**src/rtl/rstc_pkg.sv**
```systemverilog
`default_nettype none
package rstc_pkg;

    // table geometry defaults
    localparam int TABLE_ENTRIES_DEF = 64;
    localparam int COUNT_BITS_DEF    = 24;

    // stream widths
    localparam int STATUS_W     = 10;
    localparam int ADDR_W       = 32;
    localparam int TOTAL_W      = 32;
    localparam int TOP_CNT_W    = 24;
    localparam int IN_TDATA_W   = 48;
    localparam int OUT_TDATA_W  = 128;

    // configuration port
    localparam int CFG_IDX_W  = 1;
    localparam int CFG_DATA_W = 32;
    localparam logic [CFG_IDX_W-1:0] CFG_FAILED_LIMIT = 1'd0;
    localparam logic [CFG_IDX_W-1:0] CFG_UNAUTH_LIMIT = 1'd1;
    localparam logic [CFG_DATA_W-1:0] FAILED_LIMIT_RST = 32'd100;
    localparam logic [CFG_DATA_W-1:0] UNAUTH_LIMIT_RST = 32'd10;

    // status codes
    localparam logic [STATUS_W-1:0] ST_UNAUTHORIZED = 10'd401;
    localparam logic [STATUS_W-1:0] ST_FORBIDDEN    = 10'd403;
    localparam logic [STATUS_W-1:0] ST_CLIENT_LO    = 10'd400;
    localparam logic [STATUS_W-1:0] ST_SERVER_LO    = 10'd500;

    // queue between front and back
    localparam int QUEUE_DEPTH = 2;

    typedef struct packed {
        logic [ADDR_W-1:0] addr;
        logic              unauth;
        logic              failed;
    } t_req;

    function automatic logic [TOTAL_W-1:0] sat_inc(input logic [TOTAL_W-1:0] v);
        sat_inc = (v == {TOTAL_W{1'b1}}) ? v : v + 1'b1;
    endfunction

endpackage
`default_nettype wire

```
**src/rtl/request_status_and_top_source_counter_core.sv**
```systemverilog
// Request status and top source counter.
// Slave stream s_axis_* takes one request record per item; master stream
// m_axis_* returns one result item per record, in order. Limits are set via
// i_cfg_we / i_cfg_idx / i_cfg_data (index 0 failed, index 1 unauthorized);
// the user must set them only while the block is idle; it is not enforced.
// The front classifies the status code and places the item in a two-entry
// queue; the back walks the address table, one entry per cycle through a
// single registered read port, then updates counts and the leader.
// On each item the back goes from idle through the scan to a hit or a miss
// state, then to the output state, which loads the output register. A scan
// for a new address covers every filled entry; one for a known address stops
// at its entry, so the time per item varies. The back pops the next item
// from the queue only once it is back in idle.
// Reset clears totals, leader, table fill count and limits (100 and 10);
// table contents are not cleared, as only filled entries are compared.
// If the receiver stalls, the result waits in the output register; the back
// finishes its next item and holds it, and the queue keeps taking items until
// it is full, after which s_axis_tready drops.
`default_nettype none
module request_status_and_top_source_counter_core #(
    parameter int TABLE_ENTRIES = rstc_pkg::TABLE_ENTRIES_DEF,
    parameter int COUNT_BITS    = rstc_pkg::COUNT_BITS_DEF
) (
    input  wire logic                                i_clk,
    input  wire logic                                i_rst_n,
    input  wire logic                                s_axis_tvalid,
    output logic                                     s_axis_tready,
    // status_code[9:0], source_address[41:10], zero pad
    input  wire logic [rstc_pkg::IN_TDATA_W-1:0]     s_axis_tdata,
    output logic                                     m_axis_tvalid,
    input  wire logic                                m_axis_tready,
    // failed_total[31:0], unauthorized_total[63:32], top_address[95:64],
    // top_count[119:96], failed_alert[120], unauthorized_alert[121],
    // address_dropped[122], zero pad
    output logic [rstc_pkg::OUT_TDATA_W-1:0]         m_axis_tdata,
    input  wire logic                                i_cfg_we,
    input  wire logic [rstc_pkg::CFG_IDX_W-1:0]      i_cfg_idx,
    input  wire logic [rstc_pkg::CFG_DATA_W-1:0]     i_cfg_data
);

    logic [rstc_pkg::CFG_DATA_W-1:0] r_failed_limit;
    logic [rstc_pkg::CFG_DATA_W-1:0] r_unauth_limit;
    logic                            w_q_ready;
    logic                            w_push;
    rstc_pkg::t_req                  w_front_req;
    logic                            w_q_valid;
    rstc_pkg::t_req                  w_q_req;
    logic                            w_pop;

    always_ff @(posedge i_clk) begin
        if (!i_rst_n) begin
            r_failed_limit <= rstc_pkg::FAILED_LIMIT_RST;
            r_unauth_limit <= rstc_pkg::UNAUTH_LIMIT_RST;
        end else if (i_cfg_we) begin
            case (i_cfg_idx)
                rstc_pkg::CFG_FAILED_LIMIT: r_failed_limit <= i_cfg_data;
                rstc_pkg::CFG_UNAUTH_LIMIT: r_unauth_limit <= i_cfg_data;
                default: begin
                    r_failed_limit <= r_failed_limit;
                end
            endcase
        end
    end

    rstc_front u_front (
        .i_clk      (i_clk),
        .i_rst_n    (i_rst_n),
        .i_s_tvalid (s_axis_tvalid),
        .o_s_tready (s_axis_tready),
        .i_s_tdata  (s_axis_tdata),
        .i_q_ready  (w_q_ready),
        .o_push     (w_push),
        .o_req      (w_front_req)
    );

    rstc_queue u_queue (
        .i_clk   (i_clk),
        .i_rst_n (i_rst_n),
        .i_push  (w_push),
        .i_req   (w_front_req),
        .o_ready (w_q_ready),
        .i_pop   (w_pop),
        .o_valid (w_q_valid),
        .o_req   (w_q_req)
    );

    rstc_back #(
        .TABLE_ENTRIES (TABLE_ENTRIES),
        .COUNT_BITS    (COUNT_BITS)
    ) u_back (
        .i_clk          (i_clk),
        .i_rst_n        (i_rst_n),
        .i_req_valid    (w_q_valid),
        .i_req          (w_q_req),
        .o_req_pop      (w_pop),
        .i_failed_limit (r_failed_limit),
        .i_unauth_limit (r_unauth_limit),
        .o_m_tvalid     (m_axis_tvalid),
        .i_m_tready     (m_axis_tready),
        .o_m_tdata      (m_axis_tdata)
    );

endmodule
`default_nettype wire

```
**src/rtl/rstc_front.sv**
```systemverilog
`default_nettype none
module rstc_front (
    input  wire logic                               i_clk,
    input  wire logic                               i_rst_n,
    input  wire logic                               i_s_tvalid,
    output logic                                    o_s_tready,
    input  wire logic [rstc_pkg::IN_TDATA_W-1:0]    i_s_tdata,
    input  wire logic                               i_q_ready,
    output logic                                    o_push,
    output rstc_pkg::t_req                          o_req
);

    logic [rstc_pkg::STATUS_W-1:0] w_status;
    logic                          w_unauth;
    logic                          w_client;
    logic                          r_busy_seen;

    assign w_status = i_s_tdata[rstc_pkg::STATUS_W-1:0];
    assign w_unauth = (w_status == rstc_pkg::ST_UNAUTHORIZED) ||
                      (w_status == rstc_pkg::ST_FORBIDDEN);
    assign w_client = (w_status >= rstc_pkg::ST_CLIENT_LO) &&
                      (w_status <  rstc_pkg::ST_SERVER_LO);

    // hold off tready until r_busy_seen has registered the release of reset
    always_ff @(posedge i_clk) begin
        if (!i_rst_n) begin
            r_busy_seen <= 1'b0;
        end else begin
            r_busy_seen <= 1'b1;
        end
    end

    assign o_s_tready  = i_q_ready && r_busy_seen;
    assign o_push      = i_s_tvalid && o_s_tready;
    assign o_req.addr  = i_s_tdata[rstc_pkg::STATUS_W +: rstc_pkg::ADDR_W];
    assign o_req.unauth = w_unauth;
    assign o_req.failed = w_client && !w_unauth;

endmodule
`default_nettype wire

```
**src/rtl/rstc_queue.sv**
```systemverilog
`default_nettype none
module rstc_queue (
    input  wire logic           i_clk,
    input  wire logic           i_rst_n,
    input  wire logic           i_push,
    input  rstc_pkg::t_req      i_req,
    output logic                o_ready,
    input  wire logic           i_pop,
    output logic                o_valid,
    output rstc_pkg::t_req      o_req
);

    localparam int PTR_W = (rstc_pkg::QUEUE_DEPTH > 1) ? $clog2(rstc_pkg::QUEUE_DEPTH) : 1;
    localparam int CNT_W = $clog2(rstc_pkg::QUEUE_DEPTH + 1);

    rstc_pkg::t_req   r_slot [rstc_pkg::QUEUE_DEPTH];
    logic [PTR_W-1:0] r_wp;
    logic [PTR_W-1:0] r_rp;
    logic [CNT_W-1:0] r_cnt;
    logic             w_push;
    logic             w_pop;

    assign o_ready = (r_cnt != CNT_W'(rstc_pkg::QUEUE_DEPTH));
    assign o_valid = (r_cnt != '0);
    assign o_req   = r_slot[r_rp];
    assign w_push  = i_push && o_ready;
    assign w_pop   = i_pop && o_valid;

    always_ff @(posedge i_clk) begin
        if (w_push) begin
            r_slot[r_wp] <= i_req;
        end
    end

    always_ff @(posedge i_clk) begin
        if (!i_rst_n) begin
            r_wp  <= '0;
            r_rp  <= '0;
            r_cnt <= '0;
        end else begin
            if (w_push) begin
                r_wp <= (r_wp == PTR_W'(rstc_pkg::QUEUE_DEPTH - 1)) ? '0 : r_wp + 1'b1;
            end
            if (w_pop) begin
                r_rp <= (r_rp == PTR_W'(rstc_pkg::QUEUE_DEPTH - 1)) ? '0 : r_rp + 1'b1;
            end
            case ({w_push, w_pop})
                2'b10:   r_cnt <= r_cnt + 1'b1;
                2'b01:   r_cnt <= r_cnt - 1'b1;
                default: r_cnt <= r_cnt;
            endcase
        end
    end

endmodule
`default_nettype wire

```
**src/rtl/rstc_back.sv**
```systemverilog
`default_nettype none
module rstc_back #(
    parameter int TABLE_ENTRIES = rstc_pkg::TABLE_ENTRIES_DEF,
    parameter int COUNT_BITS    = rstc_pkg::COUNT_BITS_DEF
) (
    input  wire logic                                i_clk,
    input  wire logic                                i_rst_n,
    input  wire logic                                i_req_valid,
    input  rstc_pkg::t_req                           i_req,
    output logic                                     o_req_pop,
    input  wire logic [rstc_pkg::CFG_DATA_W-1:0]     i_failed_limit,
    input  wire logic [rstc_pkg::CFG_DATA_W-1:0]     i_unauth_limit,
    output logic                                     o_m_tvalid,
    input  wire logic                                i_m_tready,
    output logic [rstc_pkg::OUT_TDATA_W-1:0]         o_m_tdata
);

    localparam int IDX_W = (TABLE_ENTRIES > 1) ? $clog2(TABLE_ENTRIES) : 1;
    localparam int CNT_W = $clog2(TABLE_ENTRIES + 1);
    localparam logic [COUNT_BITS-1:0] COUNT_MAX = {COUNT_BITS{1'b1}};
    localparam logic [31:0] TOP_MAX = 32'((64'd1 << rstc_pkg::TOP_CNT_W) - 1);
    localparam int PAD_W = rstc_pkg::OUT_TDATA_W - 3 * rstc_pkg::TOTAL_W
                           - rstc_pkg::TOP_CNT_W - 3;

    typedef enum logic [4:0] {
        S_IDLE = 5'b00001,
        S_SCAN = 5'b00010,
        S_HIT  = 5'b00100,
        S_MISS = 5'b01000,
        S_OUT  = 5'b10000
    } t_state;

    t_state                          r_state;
    rstc_pkg::t_req                  r_req;
    logic [CNT_W-1:0]                r_idx;
    logic                            r_cmp_vld;
    logic [CNT_W-1:0]                r_used;
    logic [rstc_pkg::TOTAL_W-1:0]    r_failed;
    logic [rstc_pkg::TOTAL_W-1:0]    r_unauth;
    logic [rstc_pkg::ADDR_W-1:0]     r_lead_addr;
    logic [COUNT_BITS-1:0]           r_lead_cnt;
    logic [COUNT_BITS-1:0]           r_new_cnt;
    logic                            r_dropped;
    logic                            r_out_valid;
    logic [rstc_pkg::OUT_TDATA_W-1:0] r_out_data;

    logic [rstc_pkg::ADDR_W-1:0]     mem_addr [TABLE_ENTRIES];
    logic [COUNT_BITS-1:0]           mem_cnt  [TABLE_ENTRIES];
    logic [rstc_pkg::ADDR_W-1:0]     r_rd_addr;
    logic [COUNT_BITS-1:0]           r_rd_cnt;

    logic                            w_wr_addr_en;
    logic                            w_wr_cnt_en;
    logic [IDX_W-1:0]                w_wr_idx;
    logic [COUNT_BITS-1:0]           w_wr_cnt;
    logic [IDX_W-1:0]                w_rd_idx;
    logic                            w_room;
    logic                            w_match;
    logic [31:0]                     w_lead32;
    logic [rstc_pkg::TOP_CNT_W-1:0]  w_top_cnt;
    logic                            w_out_free;

    assign w_rd_idx = r_idx[IDX_W-1:0];
    assign w_room   = (r_used < CNT_W'(TABLE_ENTRIES));
    assign w_match  = r_cmp_vld && (r_rd_addr == r_req.addr);

    always_comb begin
        w_wr_addr_en = 1'b0;
        w_wr_cnt_en  = 1'b0;
        w_wr_idx     = r_used[IDX_W-1:0];
        w_wr_cnt     = COUNT_BITS'(1);
        case (r_state)
            S_HIT: begin
                w_wr_cnt_en = 1'b1;
                w_wr_idx    = IDX_W'(r_idx - 1'b1);
                w_wr_cnt    = r_new_cnt;
            end
            S_MISS: begin
                w_wr_addr_en = w_room;
                w_wr_cnt_en  = w_room;
            end
            default: begin
                w_wr_addr_en = 1'b0;
            end
        endcase
    end

    always_ff @(posedge i_clk) begin
        if (w_wr_addr_en) begin
            mem_addr[w_wr_idx] <= r_req.addr;
        end
        if (w_wr_cnt_en) begin
            mem_cnt[w_wr_idx] <= w_wr_cnt;
        end
        r_rd_addr <= mem_addr[w_rd_idx];
        r_rd_cnt  <= mem_cnt[w_rd_idx];
    end

    assign w_lead32  = 32'(r_lead_cnt);
    assign w_top_cnt = (w_lead32 > TOP_MAX) ? rstc_pkg::TOP_CNT_W'(TOP_MAX)
                                            : w_lead32[rstc_pkg::TOP_CNT_W-1:0];
    assign w_out_free = !r_out_valid || i_m_tready;
    assign o_req_pop  = (r_state == S_IDLE) && i_req_valid;

    always_ff @(posedge i_clk) begin
        if (r_state == S_IDLE) begin
            r_req <= i_req;
        end
        if (r_state == S_SCAN && w_match) begin
            r_new_cnt <= (r_rd_cnt == COUNT_MAX) ? r_rd_cnt : r_rd_cnt + 1'b1;
        end
        if (r_state == S_OUT && w_out_free) begin
            r_out_data <= {{PAD_W{1'b0}}, r_dropped,
                           (r_unauth > i_unauth_limit),
                           (r_failed > i_failed_limit),
                           w_top_cnt, r_lead_addr, r_unauth, r_failed};
        end
    end

    always_ff @(posedge i_clk) begin
        if (!i_rst_n) begin
            r_state     <= S_IDLE;
            r_idx       <= '0;
            r_cmp_vld   <= 1'b0;
            r_used      <= '0;
            r_failed    <= '0;
            r_unauth    <= '0;
            r_lead_addr <= '0;
            r_lead_cnt  <= '0;
            r_dropped   <= 1'b0;
            r_out_valid <= 1'b0;
        end else begin
            if (r_out_valid && i_m_tready) begin
                r_out_valid <= 1'b0;
            end
            case (r_state)
                S_IDLE: begin
                    if (i_req_valid) begin
                        if (i_req.unauth) begin
                            r_unauth <= rstc_pkg::sat_inc(r_unauth);
                        end
                        if (i_req.failed) begin
                            r_failed <= rstc_pkg::sat_inc(r_failed);
                        end
                        r_idx     <= '0;
                        r_cmp_vld <= 1'b0;
                        r_dropped <= 1'b0;
                        r_state   <= S_SCAN;
                    end
                end
                S_SCAN: begin
                    // compare the entry read last cycle, issue the next read
                    if (w_match) begin
                        r_state <= S_HIT;
                    end else if (r_idx < r_used) begin
                        r_idx     <= r_idx + 1'b1;
                        r_cmp_vld <= 1'b1;
                    end else begin
                        r_state <= S_MISS;
                    end
                end
                S_HIT: begin
                    if (r_new_cnt > r_lead_cnt) begin
                        r_lead_cnt  <= r_new_cnt;
                        r_lead_addr <= r_req.addr;
                    end
                    r_state <= S_OUT;
                end
                S_MISS: begin
                    if (w_room) begin
                        r_used <= r_used + 1'b1;
                        if (r_lead_cnt == '0) begin
                            r_lead_cnt  <= COUNT_BITS'(1);
                            r_lead_addr <= r_req.addr;
                        end
                    end else begin
                        r_dropped <= 1'b1;
                    end
                    r_state <= S_OUT;
                end
                S_OUT: begin
                    if (w_out_free) begin
                        r_out_valid <= 1'b1;
                        r_state     <= S_IDLE;
                    end
                end
                default: begin
                    r_state <= S_IDLE;
                end
            endcase
        end
    end

    assign o_m_tvalid = r_out_valid;
    assign o_m_tdata  = r_out_data;

endmodule
`default_nettype wire
```
**config.mk**
```make
export PLATFORM = sky130hd
export DESIGN_NAME = request_status_and_top_source_counter_core
export DESIGN_NICKNAME = d
export VERILOG_FILES = /design/src/rtl/rstc_pkg.sv /design/src/rtl/request_status_and_top_source_counter_core.sv /design/src/rtl/rstc_front.sv /design/src/rtl/rstc_queue.sv /design/src/rtl/rstc_back.sv
export SDC_FILE = /design/constraint.sdc
export NUM_CORES = 2
export LEC_CHECK = 0
export BUFFER_PORTS_ARGS = -buffer_cell sky130_fd_sc_hd__buf_2
export CAP_MARGIN = 10
export CORE_MARGIN = 4
export CORE_UTILIZATION = 45
export DETAILED_ROUTE_END_ITERATION = 7
export GPL_TIMING_DRIVEN = 0
export PLACE_DENSITY = 0.69
export SYNTH_ARGS = -nofsm -noshare
export SYNTH_HDL_FRONTEND = slang
export SYNTH_HIERARCHICAL = 1
export SYNTH_SLANG_ARGS = --single-unit
```
**constraint.sdc**
```tcl
create_clock -name i_clk -period 17.34 [get_ports i_clk]
set_input_delay 3.468 -clock i_clk [delete_from_list [all_inputs] [get_ports i_clk]]
set_output_delay 3.468 -clock i_clk [all_outputs]
set_load 0.05 [all_outputs]
```
==> run_results.csv <==
group,metric,value,unit
outcome,status,"finished clean",
cts,clk_path_buf_depth,4,
critical_path,cp_max_fo,20,
timing,skew,0.0731,ns
pwr,total_power,0.0210,W
floorplan,rows,217,
timing,tightest_slew,1.37,ns
detailed_routing,drt_wl_total,424000,µm
cts,cts.repair.resized,0,
hold_path,whs_path_depth,0,
floorplan,core_area,349000,µm²
synthesis,netlist_top_cells_area,"edfxtp_1 (73%), mux4_2 (16%), dfxtp_1 (3.4%)",
timing,rsz0062_at_grt,"false",
global_route,overflow,0,
cts,cts_buffers,393,
detailed_routing,drc,0,
cts,insertion_delay,0.98,ns
synthesis,async_flop_share,0,%
synthesis,synth-seq-area-share,76.3,%
timing,max_freq,135,MHz
synthesis,avgSynthCellArea,21.5,µm²
timing,slew-limit-headroom,8.84,%
critical_path,worstSetupPathType,"flop to flop",
hold_path,hp-class,"flop to flop",
synthesis,yosys_register_bits,4099,
floorplan,io_pins,216,
detailed_routing,antenna_left,0,
synthesis,yosysUniqueCellTypes,70,
global_route,antenna_found_initial,14,
layout,fill_cells,26100,
flow_run,max-cap-violations,0,
timing,hold_viol_final,0,
timing,layout_worst_path_cycle_share,42.7,%
hold_path,min_from,"u_back/r_lead_addr[15]$_SDFFE_PN0P_",
global_route,grt.total_usage,23.4,%
placed_design,post-dp-hpwl,286000,µm
critical_path,cp-end-kind,"flop",
pwr,switching_share,21.2,%
pwr,p_sw,0.00445,W
detailed_routing,vias,80400,
timing,setup_ws,9.93,ns
critical_path,crit_arrival,8.09,ns
global_route,grt_pass1_vias,80600,
layout,drive_gt1_share,29.4,%
placed_design,gp_congestion,0.896,
pwr,leakage,55.7,nW
critical_path,timing.critical_path.from,"u_back/r_idx[1]$_SDFFE_PN0P_",
timing,final.min_clock_period,7.41,ns
timing,drv_slew,0,
critical_path,crit_required,18.02,ns
layout,synthToLayoutAreaGrowth,16.5,%
synthesis,yosysTopAreaCell,"edfxtp_1",
global_route,grt_max_degree,65,
pwr,powerDensity,114,nW/µm²
floorplan,initial_utilization,45.2,%
placed_design,io_buffers,169,
global_route,grt_pass1_wl,601000,µm
detailed_routing,wl_per_cell,32.4,µm
pwr,p_clk_share,41.4,%
placed_design,post_dp_cell_area,171000,µm²
floorplan,die_area,360000,µm²
timing,fin_tns_setup,0,ns
floorplan,die_h,600,µm
critical_path,r2r_cells,16,
cts,cts_setup_buffers,0,
hold_path,holdPathEnd,"u_back/o_m_tdata[79]$_DFFE_PP_",
synthesis,netlist_area,158000,µm²
critical_path,r2r_end,"u_back/mem_addr[21][18]$_DFFE_PP_",
detailed_routing,drt_iter0_markers,11400,
cts,path_clk_slew,0.06,ns
pwr,intPower,0.0166,W
timing,setup_viol,0,
synthesis,netlist_instances,7332,
detailed_routing,viasPerCell,6.15,
layout,fin_area,184000,µm²
critical_path,start_kind,"flop",
synthesis,synth_top_area_share,72.9,%
cts,ctsHoldBuffers,0,
synthesis,yosys_warnings,6,
critical_path,r2r_slack,9.93,ns
cts,clock-root-buffer,"clkbuf_16",
floorplan,dieWidth,600,µm
synthesis,synthFlopType,"edfxtp_1",
pwr,comb_power_share,4.6,%
cts,tritoncts,"built",
synthesis,synth_most_common_cell,"edfxtp_1",
placed_design,dp_slack,10.28,ns
cts,htree_levels,5,
critical_path,rr_startpoint,"u_back/r_idx[1]$_SDFFE_PN0P_",
synthesis,synth-edff-count,3831,
layout,final_net_count,8315,
detailed_routing,dr.pass1.iters,8,
synthesis,synth.top_cells.by_count,"edfxtp_1 (3831), mux4_2 (1103), nand2_1 (332)",
pwr,power_frac_seq,54.0,%
cts,cts.sinks,4099,
pwr,ir_drop,0.0000827,V
==> logic make-up (layout without fill, tap and decap cells) <==
group | Yosys count | count (layout) | share of synthesized area [%]
adder cells (fa/ha/maj) | 101 | 101 | 0.801
flip-flops | 4099 | 4099 | 76.3
multiplexers | 1196 | 1196 | 16.4
buffers and inverters | 530 | 1657 | 1.57
XOR/XNOR | 118 | 118 | 0.655
other | 1 | 18 | 0.00238
AO/OA/AOI/OAI | 359 | 359 | 1.51
AND/OR/NAND/NOR | 928 | 928 | 2.75
==> layer usage <==
metal / up-vias / wire length, µm / global-route usage, %
met1: 42500 / 157000 / 32.0
li1: 32000 / - / -
met4: 8 / 23700 / 11.4
met5: - / 48 / 0
met2: 5031 / 200000 / 36.4
met3: 852 / 43100 / 4.67
==> per-stage QoR <==
stage,std cells,hold WS [ns],utilization [%]
final,13100,0.436,52.6
after global routing,13100,0.443,52.6
after CTS,13100,0.435,52.6
after detailed placement,12300,0.423,48.9
after global placement,12100,0.427,47.1
after floorplan,7336,0.408,-
==> layout by cell type (no fill, tap or decap), drive strengths merged, types with 7 or more instances in the layout <==
master and instances:
and3 20, nand2 332, a22oi 102, nor2b 31
diode 13, bufinv 50, a31oi 22, dfxtp 268
inv 118, nor4 22, buf 632, clkbuf 667
or3 15, nor2 236, and4 13, edfxtp 3831
xor2 55, o21ai 85, mux4 1103, mux2 35
a211oi 24, a21o 14, o211ai 9, a21oi 49
ha 101, nand3b 10, clkinvlp 18, and2 38
o21a 7, mux2i 58, nor3 27, xnor2 63
nand3 114, o31ai 7, clkinv 172, nand4 43
==> final cells by class <==
class | instances | area, µm² | share of cell area (%)
Multi-Input combinational cell | 2707 | 35900 | 19.5
Clock buffer | 478 | 10400 | 5.64
Sequential cell | 4099 | 120000 | 65.5
Timing Repair Buffer | 397 | 6220 | 3.38
Antenna cell | 13 | 32.5 | 0.0177
Buffer | 424 | 2090 | 1.14
Tap cell | 4599 | 5750 | 3.13
Clock inverter | 252 | 2680 | 1.46
Inverter | 106 | 398 | 0.216
==> flip-flops by register name, summed over array words and instances, names as in the netlist, 2 cells and up, named ones only <==
register,cells
u_queue/r_cnt,2
u_back/r_unauth,32
u_back/r_new_cnt,24
r_unauth_limit,32
u_back/r_rd_cnt,24
u_back/o_m_tdata,123
u_back/r_failed,32
u_queue/r_slot,68
u_back/r_lead_addr,32
u_back/r_req,32
u_back/mem_addr,2048
u_back/r_lead_cnt,24
u_back/r_idx,7
u_back/r_state,5
u_back/r_used,7
u_back/r_rd_addr,32
r_failed_limit,32
u_back/mem_cnt,1536
==> power by group through the flow <==
stage	sequential, W	combinational [W]	clock, W
after floorplan	0.0117	0.000132	0
after global placement	0.0120	0.000234	0
after detailed placement	0.0116	0.000960	0
after CTS	0.0113	0.000961	0.00878
after global routing	0.0114	0.00101	0.00923
final	0.0113	0.000964	0.00869
==> how the worst max path moves through the flow <==
stage / slack, ns / cells past startpoint / endpoint
2_1_floorplan: 7.71 / 2 / u_back/o_m_tdata[0]$_DFFE_PP_
3_3_place_gp: 4.76 / 3 / u_back/o_m_tdata[77]$_DFFE_PP_
3_5_place_dp: 10.28 / 16 / u_back/mem_addr[58][18]$_DFFE_PP_
4_1_cts: 10.21 / 16 / u_back/mem_addr[59][31]$_DFFE_PP_
5_1_grt: 10.02 / 16 / u_back/mem_addr[20][23]$_DFFE_PP_
6_report: 9.93 / 16 / u_back/mem_addr[21][18]$_DFFE_PP_
==> critical path: stages (launching register included) <==
cell and delay, ns:
dfxtp_1 0.38, buf_2 0.23, buf_2 0.31, buf_2 0.74, buf_2 0.59, clkinv_1 0.77
clkbuf_1 0.53, ha_1 0.38, nor3b_1 0.17, xnor2_1 0.13, nor2_1 0.16, a21oi_1 0.09
nor2_1 0.47, nand2_1 0.55, buf_2 0.50, nor2_4 0.79, buf_16 0.24
No activity file was read; power rests on OpenSTA's default activity.
